**src/design/wsd_pkg.sv**
```systemverilog
// Shared definitions for the WebSocket frame deframer.
// Holds the default length width, the length codes, the byte-counter end values and the result struct.
// No dependencies.
package wsd_pkg;

    localparam int LENGTH_BITS_DEFAULT = 64;

    localparam logic [6:0] LEN_CODE_EXT16 = 7'd126;
    localparam logic [6:0] LEN_CODE_EXT64 = 7'd127;

    // Value of the byte counter on the last byte of each multi-byte field.
    localparam logic [2:0] LAST_EXT16_COUNT = 3'd1;
    localparam logic [2:0] LAST_EXT64_COUNT = 3'd7;
    localparam logic [2:0] LAST_KEY_COUNT   = 3'd3;

    typedef struct packed {
        logic       has_result;
        logic [7:0] payload_byte;
        logic       byte_valid;
        logic       frame_end;
        logic [3:0] frame_opcode;
        logic       final_fragment;
    } t_result;

endpackage

```
**src/design/websocket_frame_deframer.sv**
```systemverilog
// WebSocket frame deframer top level: byte handshake and output register.
// Output: each result is registered and appears in the cycle after the beat that causes it.
// Throughput: one byte per cycle while the output is not held; the single parse-state update per beat sets this.
// The input stalls while a result waits and is not taken; it passes when taken that cycle.
// Reset: synchronous, active low; the parser expects header byte one afterward.
// Depends on wsd_pkg and wsd_parser.
module websocket_frame_deframer #(
    parameter int LENGTH_BITS = wsd_pkg::LENGTH_BITS_DEFAULT
) (
    input  logic       i_clk,
    input  logic       i_rst_n,
    input  logic       i_in_valid,
    output logic       o_in_ready,
    input  logic [7:0] i_stream_byte,
    output logic       o_out_valid,
    input  logic       i_out_ready,
    output logic [7:0] o_payload_byte,
    output logic       o_byte_valid,
    output logic       o_frame_end,
    output logic [3:0] o_frame_opcode,
    output logic       o_final_fragment
);

    logic             w_accept;
    wsd_pkg::t_result w_result;
    logic             r_out_valid;
    wsd_pkg::t_result r_out;

    assign o_in_ready = !r_out_valid || i_out_ready;
    assign w_accept   = i_in_valid && o_in_ready;

    wsd_parser #(
        .LENGTH_BITS(LENGTH_BITS)
    ) u_parser (
        .i_clk        (i_clk),
        .i_rst_n      (i_rst_n),
        .i_advance    (w_accept),
        .i_stream_byte(i_stream_byte),
        .o_result     (w_result)
    );

    always_ff @(posedge i_clk) begin
        if (!i_rst_n) begin
            r_out_valid <= 1'b0;
        end else if (o_in_ready) begin
            r_out_valid <= w_accept && w_result.has_result;
        end
    end

    always_ff @(posedge i_clk) begin
        if (w_accept && w_result.has_result) begin
            r_out <= w_result;
        end
    end

    assign o_out_valid      = r_out_valid;
    assign o_payload_byte   = r_out.payload_byte;
    assign o_byte_valid     = r_out.byte_valid;
    assign o_frame_end      = r_out.frame_end;
    assign o_frame_opcode   = r_out.frame_opcode;
    assign o_final_fragment = r_out.final_fragment;

endmodule

```
**src/design/wsd_parser.sv**
```systemverilog
// Frame header parser and payload unmasking for the WebSocket deframer.
// Holds all parse state and produces at most one result per input beat.
// Depends on wsd_pkg.
module wsd_parser #(
    parameter int LENGTH_BITS = wsd_pkg::LENGTH_BITS_DEFAULT
) (
    input  logic             i_clk,
    input  logic             i_rst_n,
    input  logic             i_advance,
    input  logic [7:0]       i_stream_byte,
    output wsd_pkg::t_result o_result
);

    typedef enum logic [5:0] {
        PH_HDR1  = 6'b000001,
        PH_HDR2  = 6'b000010,
        PH_LEN16 = 6'b000100,
        PH_LEN64 = 6'b001000,
        PH_KEY   = 6'b010000,
        PH_DATA  = 6'b100000
    } t_phase;

    t_phase                 r_phase, n_phase;
    logic [2:0]             r_count, n_count;
    logic [LENGTH_BITS-1:0] r_remaining, n_remaining;
    logic [31:0]            r_key, n_key;
    logic                   r_mask_present, n_mask_present;
    logic [1:0]             r_position, n_position;
    logic [3:0]             r_opcode, n_opcode;
    logic                   r_final, n_final;

    logic                   w_hdr_done;
    logic                   w_len_zero;
    logic                   w_len_done;
    logic [7:0]             w_key_byte;
    logic [6:0]             w_len7;
    wsd_pkg::t_result       w_result;

    always_comb begin
        case (r_position)
            2'd0:    w_key_byte = r_key[31:24];
            2'd1:    w_key_byte = r_key[23:16];
            2'd2:    w_key_byte = r_key[15:8];
            default: w_key_byte = r_key[7:0];
        endcase
    end

    always_comb begin
        n_phase        = r_phase;
        n_count        = r_count;
        n_remaining    = r_remaining;
        n_key          = r_key;
        n_mask_present = r_mask_present;
        n_position     = r_position;
        n_opcode       = r_opcode;
        n_final        = r_final;
        w_hdr_done     = 1'b0;
        w_len_zero     = 1'b0;
        w_len_done     = 1'b0;
        w_len7         = i_stream_byte[6:0];
        w_result       = '0;
        w_result.frame_opcode   = r_opcode;
        w_result.final_fragment = r_final;

        case (r_phase)
            PH_HDR2: begin
                n_mask_present = i_stream_byte[7];
                n_key          = '0;
                n_count        = '0;
                n_remaining    = '0;
                if (w_len7 == wsd_pkg::LEN_CODE_EXT16) begin
                    n_phase = PH_LEN16;
                end else if (w_len7 == wsd_pkg::LEN_CODE_EXT64) begin
                    n_phase = PH_LEN64;
                end else begin
                    n_remaining = LENGTH_BITS'(w_len7);
                    w_len_done  = 1'b1;
                    w_len_zero  = (w_len7 == 7'd0);
                end
            end
            PH_LEN16, PH_LEN64: begin
                n_remaining = {r_remaining[LENGTH_BITS-9:0], i_stream_byte};
                n_count     = r_count + 3'd1;
                w_len_zero  = (n_remaining == '0);
                if (r_phase == PH_LEN16) begin
                    w_len_done = (r_count == wsd_pkg::LAST_EXT16_COUNT);
                end else begin
                    w_len_done = (r_count == wsd_pkg::LAST_EXT64_COUNT);
                end
            end
            PH_KEY: begin
                n_key   = {r_key[23:0], i_stream_byte};
                n_count = r_count + 3'd1;
                if (r_count >= wsd_pkg::LAST_KEY_COUNT) begin
                    w_hdr_done = 1'b1;
                    w_len_zero = (r_remaining == '0);
                end
            end
            PH_DATA: begin
                n_position              = r_position + 2'd1;
                n_remaining             = r_remaining - LENGTH_BITS'(1);
                w_result.has_result     = 1'b1;
                w_result.byte_valid     = 1'b1;
                w_result.payload_byte   = i_stream_byte ^ w_key_byte;
                if (r_remaining == LENGTH_BITS'(1)) begin
                    n_phase            = PH_HDR1;
                    w_result.frame_end = 1'b1;
                end
            end
            default: begin
                n_final  = i_stream_byte[7];
                n_opcode = i_stream_byte[3:0];
                n_count  = '0;
                n_phase  = PH_HDR2;
            end
        endcase

        // A finished length goes on to the key when the mask flag is set.
        if (w_len_done) begin
            n_count = '0;
            if (n_mask_present) begin
                n_phase = PH_KEY;
            end else begin
                w_hdr_done = 1'b1;
            end
        end

        if (w_hdr_done) begin
            n_position = '0;
            n_count    = '0;
            if (w_len_zero) begin
                n_phase             = PH_HDR1;
                w_result.has_result = 1'b1;
                w_result.frame_end  = 1'b1;
            end else begin
                n_phase = PH_DATA;
            end
        end
    end

    always_ff @(posedge i_clk) begin
        if (!i_rst_n) begin
            r_phase        <= PH_HDR1;
            r_count        <= '0;
            r_remaining    <= '0;
            r_key          <= '0;
            r_mask_present <= 1'b0;
            r_position     <= '0;
            r_opcode       <= '0;
            r_final        <= 1'b0;
        end else if (i_advance) begin
            r_phase        <= n_phase;
            r_count        <= n_count;
            r_remaining    <= n_remaining;
            r_key          <= n_key;
            r_mask_present <= n_mask_present;
            r_position     <= n_position;
            r_opcode       <= n_opcode;
            r_final        <= n_final;
        end
    end

    assign o_result = w_result;

endmodule
```
**config.mk**
```make
export PLATFORM = sky130hd
export DESIGN_NAME = websocket_frame_deframer
export DESIGN_NICKNAME = d
export VERILOG_FILES = /design/src/design/wsd_pkg.sv /design/src/design/websocket_frame_deframer.sv /design/src/design/wsd_parser.sv
export SDC_FILE = /design/constraint.sdc
export NUM_CORES = 1
export LEC_CHECK = 0
export BUFFER_PORTS_ARGS = -buffer_cell sky130_fd_sc_hd__buf_2
export CORE_ASPECT_RATIO = 0.75
export CORE_MARGIN = 2
export CORE_UTILIZATION = 35
export CTS_CLUSTER_DIAMETER = 30
export CTS_CLUSTER_SIZE = 24
export DETAILED_ROUTE_END_ITERATION = 10
export PLACE_DENSITY_LB_ADDON = 0.2
export SLEW_MARGIN = 20
export SYNTH_ARGS = -nofsm -noshare
export SYNTH_HDL_FRONTEND = slang
export SYNTH_SLANG_ARGS = --single-unit
export TNS_END_PERCENT = 30
```
**constraint.sdc**
```tcl
create_clock -name i_clk -period 5.2 [get_ports i_clk]
set_input_delay 0.26 -clock i_clk [delete_from_list [all_inputs] [get_ports i_clk]]
set_output_delay 0.26 -clock i_clk [all_outputs]
set_load 0.01 [all_outputs]
```
==> impl_metrics.py, run 1 <==
metrics = {
    "layout": {
        "final_common_cell": "dfxtp_1",
        "final_util": 0.407,
        "fin_nets": 879,
        "fillCellCount": 1944,
        "final_cell_area_um2": 7950,
        "antenna_cells": 0,
        "layout_common_cells": "dfxtp_1 (114), nor2_1 (111), nand2_1 (74), o21ai_0 (74), a22oi_1 (46)",
        "syn2layout_area_growth_pct": 12.8,
        "drive_gt1_frac": 0.102,
    },
    "drt": {
        "drc": 0,
        "drt_first_pass_iters": 6,
        "vias": 6766,
        "drtAntennaViolNets": 0,
        "vias_per_cell": 6.01,
        "drt-total-wl_um": 21600,
        "drt_iter0_drc": 744,
        "wire_per_inst_um": 19.2,
    },
    "place": {
        "globalplace.congestion": 0.825,
        "placed_area_um2": 7340,
        "dp_hpwl_um": 14000,
        "numPortBuffers": 28,
    },
    "power": {
        "power.leakage_nw": 2.82,
        "finalPower_mw": 2.52,
        "vdd_drop_max_mv": 0.237,
        "power.density_nw_per_um2": 317,
    },
    "global_route": {
        "gr-total-overflow": 0,
        "grt_use_met3": 0.0490,
        "track_usage": 0.205,
        "use_met1": 0.323,
        "grt_pass1_vias": 6105,
        "grt_use_met2": 0.274,
        "grt_max_degree": 68,
        "busiest_layer": "met1",
        "antenna_found_initial": 0,
        "grt_first_pass_wirelength_um": 34900,
    },
    "timing": {
        "hold_viol_final": 0,
        "skew_ns": 0.0112,
        "fmax_mhz": 251,
        "finalCriticalPeriod_ns": 3.99,
        "drv_slew": 0,
        "max_slew_margin": 0.321,
        "min_period_over_period": 0.767,
        "finalSetupViolCount": 0,
        "fin_setup_tns_ns": 0,
        "worst_pin_slew_ns": 1.02,
        "rsz0062_at_grt": "no",
        "hold_slack_ns": 0.101,
    },
    "outcome": {
        "status": "complete, no violations",
    },
    "synth": {
        "synth_cell_type_count": 74,
        "synth.largest_area_cell": "dfxtp_1",
        "synthesis.nets": 888,
        "synth_area_leaders": "dfxtp_1 (32%), edfxtp_1 (6.4%), nor2_1 (5.9%)",
        "syn_area_um2": 7040,
        "yosysSeqAreaShare": 0.388,
        "synth_seq_cells": 129,
        "yosysTopAreaCellShare": 0.324,
        "syn_avg_cell_area_um2": 8.12,
        "syn_inst": 868,
        "synth_edf_count": 15,
        "ys_warn_count": 0,
        "synth-async-reset-ratio": 0,
        "ys.flop_type": "dfxtp_1",
    },
    "die": {
        "num_rows": 44,
        "dieArea_um2": 21300,
        "die_x_um": 168,
        "io_pins": 29,
        "core_um2": 19500,
        "start_util": 0.360,
        "die_y_um": 127,
    },
    "critical_path": {
        "worst-path-max-fanout": 9,
        "cp-end-kind": "register",
        "worstPathRequired_ns": 5.33,
        "cp-start-kind": "register",
        "critical_path_class": "reg2reg",
        "cp.arrival_ns": 4.12,
    },
    "clock_network": {
        "clk_latency_ns": 0.43,
        "path_clk_slew_ns": 0.06,
        "root_buffer": "clkbuf_16",
        "h-tree-depth": 4,
        "cts_made_buffers": 17,
        "cts_sinks": 129,
        "cts_resized": 0,
        "cts_hold_buf": 0,
        "postCtsSetupBuffers": 0,
        "cts_max_path_buffers": 2,
        "cts_tree": "yes",
    },
    "min_path": {
        "hold_class": "in2reg",
    },
    "flow_run": {
        "drv_cap": 0,
    },
}
==> logic make-up (layout without fill, tap and decap cells) <==
group           after synthesis  after routing  synth area share
simple gates                349            349             0.253
compound gates              276            276             0.271
flops                       129            129             0.388
buf+inv                      85             89            0.0465
xor+xnor                     12             12            0.0149
mux                           9              9            0.0128
fa+ha+maj                     8              8            0.0142
==> cell usage after synthesis (all sizes together), types with 8 or more instances <==
library cell  number
a21oi             36
nor3              34
ha                 8
nand3             21
or3               10
a22o              13
a32o              17
and2              14
a22oi             46
mux2i              9
o21ai             76
a31oi             10
clkbuf            60
and3              12
a222oi             8
edfxtp            15
or4               12
nand4              8
dfxtp            114
nand2             74
inv               19
nor2             112
xnor2              9
nor4              30
==> worst max-delay path, cell delays in order (launching register included) <==
cell and delay (ns):
dfxtp_1 0.34, inv_1 0.11, ha_1 0.19, nor3b_1 0.58, nand3_1 0.43, or3_1 0.60, o31ai_1 0.40, a21oi_1 0.12
nor2_1 0.61, buf_4 0.31
==> final timing paths <==
path              slack, ns                 to  cells past startpoint                     from
setup / recovery       1.21  o_payload_byte[3]                      9  u_parser.r_remaining[1]
setup reg to reg       1.21  o_payload_byte[3]                      9  u_parser.r_remaining[1]
hold reg to reg        0.43  o_frame_opcode[0]                      0     u_parser.r_opcode[0]
hold / removal         0.10        o_out_valid                      3               i_in_valid
==> layout make-up <==
class	instances	area, um^2	area share
multi-input cells	654	4010	0.504
flip-flops and latches	129	2730	0.344
clock buffers	18	450	0.0567
well taps	253	317	0.0398
repair buffers	38	215	0.0271
clock inverters	14	154	0.0194
inverters	19	71.3	0.00897
==> sequential cells by signal, indices dropped and copies added, names as in the netlist <==
signal,flops
u_parser.r_position,2
u_parser.r_phase,6
u_parser.r_remaining,64
u_parser.r_opcode,4
o_frame_opcode,4
u_parser.r_key,32
o_out_valid,1
o_byte_valid,1
o_frame_end,1
o_payload_byte,8
u_parser.r_count,3
u_parser.r_mask_present,1
u_parser.r_final,1
o_final_fragment,1
==> through the flow <==
stage                     setup WS (ns)  cells
after floorplan                    1.92    868
after detailed placement           1.19   1093
after global placement             1.34   1093
after global routing              0.847   1125
after CTS                          1.18   1125
final                              1.21   1125
==> power by group <==
group / leakage, nW / internal (mW) / switching [mW]
registers: 1.06 / 1.02 / 0.0117
logic: 1.47 / 0.0797 / 0.190
clock network: 0.288 / 0.739 / 0.481
total: 2.82 / 1.83 / 0.682
==> per-layer routing <==
metal,wire [um],vias to the layer above
met5,0,-
met4,193,0
li1,-,3278
met1,11400,3199
met3,1600,19
met2,8450,270
Note: power is estimated with default switching activity, not from simulation.
==> run 2: changes to the inputs <==
Clock period 5.2 ns to 3.7 ns, I/O delays scaled along.
==> run 2 against run 1 <==
Clock power rose by 46%; sequential cell count stayed put; wire length rose by 0.80%; critical path type unchanged; largest cell class unchanged.
==> impl_metrics.py, run 2 (synthesis gave the netlist of run 1 again) <==
metrics = {
    "outcome": {
        "status": "complete, no violations",
    },
    "timing": {
        "rsz0062_at_grt": "no",
        "worst_pin_slew_ns": 0.922,
        "finalSetupViolCount": 0,
        "postLayoutSetupSlackWorst_ns": 0.430,
        "max_slew_margin": 0.386,
        "fin_setup_tns_ns": 0,
        "hold_viol_final": 0,
        "hold_slack_ns": 0.0190,
        "min_period_over_period": 0.884,
        "finalCriticalPeriod_ns": 3.27,
        "skew_ns": 0.0135,
        "drv_slew": 0,
        "fmax_mhz": 306,
    },
    "die": {
        "io_pins": 29,
        "core_um2": 19500,
        "die_y_um": 127,
        "dieArea_um2": 21300,
        "die_x_um": 168,
        "num_rows": 44,
        "start_util": 0.360,
    },
    "min_path": {
        "hold_class": "in2reg",
    },
    "layout": {
        "layout_common_cells": "dfxtp_1 (114), nor2_1 (111), nand2_1 (74), o21ai_0 (74), a22oi_1 (46)",
        "final_common_cell": "dfxtp_1",
        "top_register": "u_parser.r_remaining",
        "drive_gt1_frac": 0.108,
        "antenna_cells": 0,
        "fillCellCount": 1960,
        "largest_reg_flops": 64,
        "fin_nets": 885,
        "syn2layout_area_growth_pct": 14.0,
    },
    "critical_path": {
        "worst-path-max-fanout": 9,
        "critical_path_class": "reg2reg",
        "cp-end-kind": "register",
        "cp.arrival_ns": 3.41,
        "cp-start-kind": "register",
        "worstPathRequired_ns": 3.84,
    },
    "drt": {
        "vias": 6941,
        "drc": 0,
        "drtAntennaViolNets": 0,
        "wire_per_inst_um": 19.3,
        "drt_first_pass_iters": 5,
        "drt_iter0_drc": 859,
        "vias_per_cell": 6.14,
        "drt-total-wl_um": 21800,
    },
    "clock_network": {
        "clk_latency_ns": 0.43,
        "cts_resized": 0,
        "cts_max_path_buffers": 2,
        "cts_made_buffers": 17,
        "h-tree-depth": 4,
        "path_clk_slew_ns": 0.06,
        "cts_hold_buf": 0,
        "root_buffer": "clkbuf_16",
        "cts_sinks": 129,
        "cts_tree": "yes",
        "postCtsSetupBuffers": 0,
    },
    "global_route": {
        "grt_pass1_vias": 6331,
        "track_usage": 0.210,
        "gr-total-overflow": 0,
        "antenna_found_initial": 0,
        "grt_first_pass_wirelength_um": 35500,
        "grt_max_degree": 68,
    },
    "flow_run": {
        "drv_cap": 0,
    },
    "power": {
        "finalPower_mw": 3.61,
        "vdd_drop_max_mv": 0.315,
        "power.density_nw_per_um2": 450,
        "power.leakage_nw": 2.87,
    },
    "place": {
        "numPortBuffers": 28,
        "dp_hpwl_um": 14400,
        "globalplace.congestion": 0.888,
        "place_ws_ns": 0.483,
    },
}
==> run 2: layout make-up <==
cell class | count | area (um^2) | area share
repair buffers | 44 | 285 | 0.0355
multi-input cells | 654 | 4010 | 0.499
well taps | 253 | 317 | 0.0394
clock buffers | 18 | 450 | 0.0561
clock inverters | 14 | 166 | 0.0207
inverters | 19 | 71.3 | 0.00888
flip-flops and latches | 129 | 2730 | 0.340
==> run 2: where the power goes <==
part | total (mW) | switching [mW] | internal (mW)
registers | 1.44 | 0.0162 | 1.43
logic | 0.396 | 0.276 | 0.119
clock network | 1.78 | 0.721 | 1.05
total | 3.61 | 1.01 | 2.60
==> run 2: worst paths after layout <==
| kind | to | cells past startpoint | from | slack, ns |
|---|---|---|---|---|
| max | o_payload_byte[3] | 10 | u_parser.r_remaining[0] | 0.43 |
| min | o_out_valid | 3 | i_in_valid | 0.02 |
| max reg2reg | o_payload_byte[3] | 10 | u_parser.r_remaining[0] | 0.43 |
| min reg2reg | o_frame_opcode[3] | 0 | u_parser.r_opcode[3] | 0.43 |
==> run 2: worst max-delay path, stage by stage, from the launching register on <==
cell     delay [ns]
dfxtp_1        0.37
inv_1          0.10
ha_1           0.19
nor3b_1        0.19
buf_4          0.17
nand3_1        0.28
or3_1          0.65
o31ai_1        0.45
a21oi_1        0.13
nor2_1         0.22
buf_4          0.23
==> run 2: layer usage <==
metal | share of wire | vias up | global-route usage | wire length (um)
met5 | 0 | - | 0 | 0
met4 | 0.011 | 0 | 0.0547 | 231
met3 | 0.075 | 21 | 0.0446 | 1640
met2 | 0.41 | 300 | 0.289 | 8890
met1 | 0.51 | 3330 | 0.325 | 11000
li1 | - | 3290 | - | -
==> run 2: metrics by stage <==
step,instance area [um^2],std cells,utilization
6_report,8030,1131,0.411
5_1_grt,8030,1131,0.411
4_1_cts,8030,1131,0.411
3_5_place_dp,7410,1099,0.379
3_3_place_gp,7410,1099,0.379
2_1_floorplan,7040,868,-
==> run 3: changes to the inputs <==
Settings changed: CORE_MARGIN 2 to not set.
==> run 3 against run 2 <==
Fmax grew 3.7%; clock skew grew 0.0014 ns; highest routed layer unchanged; clock power grew 3%; the flow now finishes with violations (DRC); wire length is essentially flat; register-to-register slack gained 0.12 ns.
==> impl_metrics.py, run 3 (synthesis gave the netlist of run 1 again) <==
metrics = {
    "outcome": {
        "status": "finished, violations left",
        "violations": "DRC",
    },
    "die": {
        "die_y_um": 125,
        "num_rows": 44,
        "start_util": 0.360,
        "dieArea_um2": 20700,
        "core_um2": 19500,
        "die_x_um": 166,
        "io_pins": 29,
    },
    "global_route": {
        "antenna_found_initial": 0,
        "grt_first_pass_wirelength_um": 35100,
        "gr-total-overflow": 0,
        "track_usage": 0.215,
        "grt_max_degree": 68,
        "grt_pass1_vias": 6078,
    },
    "timing": {
        "drv_slew": 0,
        "fmax_mhz": 317,
        "hold_viol_final": 0,
        "finalSetupViolCount": 0,
        "min_period_over_period": 0.852,
        "max_slew_margin": 0.383,
        "finalCriticalPeriod_ns": 3.15,
        "skew_ns": 0.0149,
        "fin_setup_tns_ns": 0,
        "rsz0062_at_grt": "no",
        "worst_pin_slew_ns": 0.926,
    },
    "power": {
        "power_switching_uw": 994,
        "finalPower_mw": 3.66,
        "vdd_drop_max_mv": 0.357,
        "power.density_nw_per_um2": 455,
        "p_clk_frac": 0.498,
        "pwr-share-comb": 0.107,
        "power.leakage_nw": 2.89,
        "switching_share": 0.271,
        "seq_power_share": 0.394,
        "p_int_mw": 2.67,
    },
    "min_path": {
        "hp-start": "i_in_valid",
        "hold_class": "in2reg",
    },
    "drt": {
        "drtAntennaViolNets": 0,
        "vias_per_cell": 6.07,
        "drt_iter0_drc": 944,
        "drt-total-wl_um": 21800,
        "wire_per_inst_um": 19.3,
        "vias": 6866,
        "drt_first_pass_iters": 10,
        "drc": 6,
    },
    "layout": {
        "largest_reg_flops": 64,
        "top_register": "u_parser.r_remaining",
        "layout_common_cells": "dfxtp_1 (114), nor2_1 (111), nand2_1 (74), o21ai_0 (74), a22oi_1 (46)",
        "syn2layout_area_growth_pct": 14.4,
        "drive_gt1_frac": 0.109,
        "fin_nets": 886,
        "antenna_cells": 0,
        "final_common_cell": "dfxtp_1",
    },
    "clock_network": {
        "h-tree-depth": 4,
        "cts_made_buffers": 17,
        "cts_resized": 0,
        "clk_latency_ns": 0.44,
        "root_buffer": "clkbuf_16",
        "cts_max_path_buffers": 2,
        "cts_hold_buf": 0,
        "path_clk_slew_ns": 0.06,
        "cts_tree": "yes",
        "cts_sinks": 129,
        "postCtsSetupBuffers": 0,
    },
    "critical_path": {
        "cp-end-kind": "register",
        "worstPathRequired_ns": 3.83,
        "path_cells": "inv_1 -> ha_1 -> nor3b_1 -> buf_4 -> nand3_1 -> or3_1 -> o31ai_1 -> a21oi_1 -> nor2_1 -> buf_4",
        "r2r_start": "u_parser.r_remaining[0]",
        "cpMostUsedCell": "buf_4",
        "worst-path-max-fanout": 9,
        "critical-path-top-delay-family": "simple AND/OR/NAND/NOR gates",
        "r2r_slack_ns": 0.55,
        "crit_buf_inv": 3,
        "max_stage_delay_ns": 0.64,
        "cp-start-kind": "register",
        "cp_slowest_cell": "or3_1",
        "startpoint": "u_parser.r_remaining[0]",
        "critical_path_class": "reg2reg",
        "cp.arrival_ns": 3.29,
    },
    "flow_run": {
        "drv_cap": 0,
    },
    "place": {
        "numPortBuffers": 28,
        "globalplace.congestion": 0.862,
        "dp_hpwl_um": 14300,
    },
}
==> run 3: area by class of cell <==
class,instances,area [um^2]
Fill cell,2003,11500
Multi-Input combinational cell,654,4010
Sequential cell,129,2730
Clock buffer,18,450
Tap cell,253,317
Timing Repair Buffer,45,293
Clock inverter,14,188
Inverter,19,71.3
==> run 3: power by group through the flow <==
| stage | sequential (mW) | combinational, mW | clock, mW |
|---|---|---|---|
| 2_1_floorplan | 1.47 | 0.262 | 0 |
| 6_report | 1.44 | 0.393 | 1.83 |
| 5_1_grt | 1.45 | 0.425 | 1.93 |
| 4_1_cts | 1.44 | 0.386 | 1.86 |
| 3_3_place_gp | 1.47 | 0.389 | 0 |
| 3_5_place_dp | 1.47 | 0.385 | 0 |
==> run 3: path summary, 6_finish.rpt <==
kind                        to  cells after the start
max reg2reg  o_payload_byte[5]                     10
max          o_payload_byte[5]                     10
min                o_out_valid                      3
min reg2reg  o_frame_opcode[0]                      0
==> run 3: through the flow <==
step	instances	area, um^2	setup slack (ns)	hold WS (ns)	util
3_3_place_gp	1100	7420	0.694	0.418	0.380
2_1_floorplan	868	7040	0.419	0.321	-
6_report	1132	8060	0.547	0.0204	0.412
3_5_place_dp	1100	7420	0.557	0.418	0.380
5_1_grt	1132	8060	0.349	0.0257	0.412
4_1_cts	1132	8060	0.565	0.00781	0.412
==> run 3: routing by layer <==
layer	GRT usage	routed length (um)	part of all wire
met2	0.291	8880	0.41
met4	0.0665	279	0.013
met3	0.0419	1440	0.066
met5	0	0	0
met1	0.333	11200	0.51
==> run 3: worst reg2reg max path, cell delays in order, from the launching register on <==
cell and delay [ns]:
dfxtp_1 0.36, inv_1 0.10, ha_1 0.18, nor3b_1 0.19, buf_4 0.17, nand3_1 0.27
or3_1 0.65, o31ai_1 0.45, a21oi_1 0.12, nor2_1 0.15, buf_4 0.23
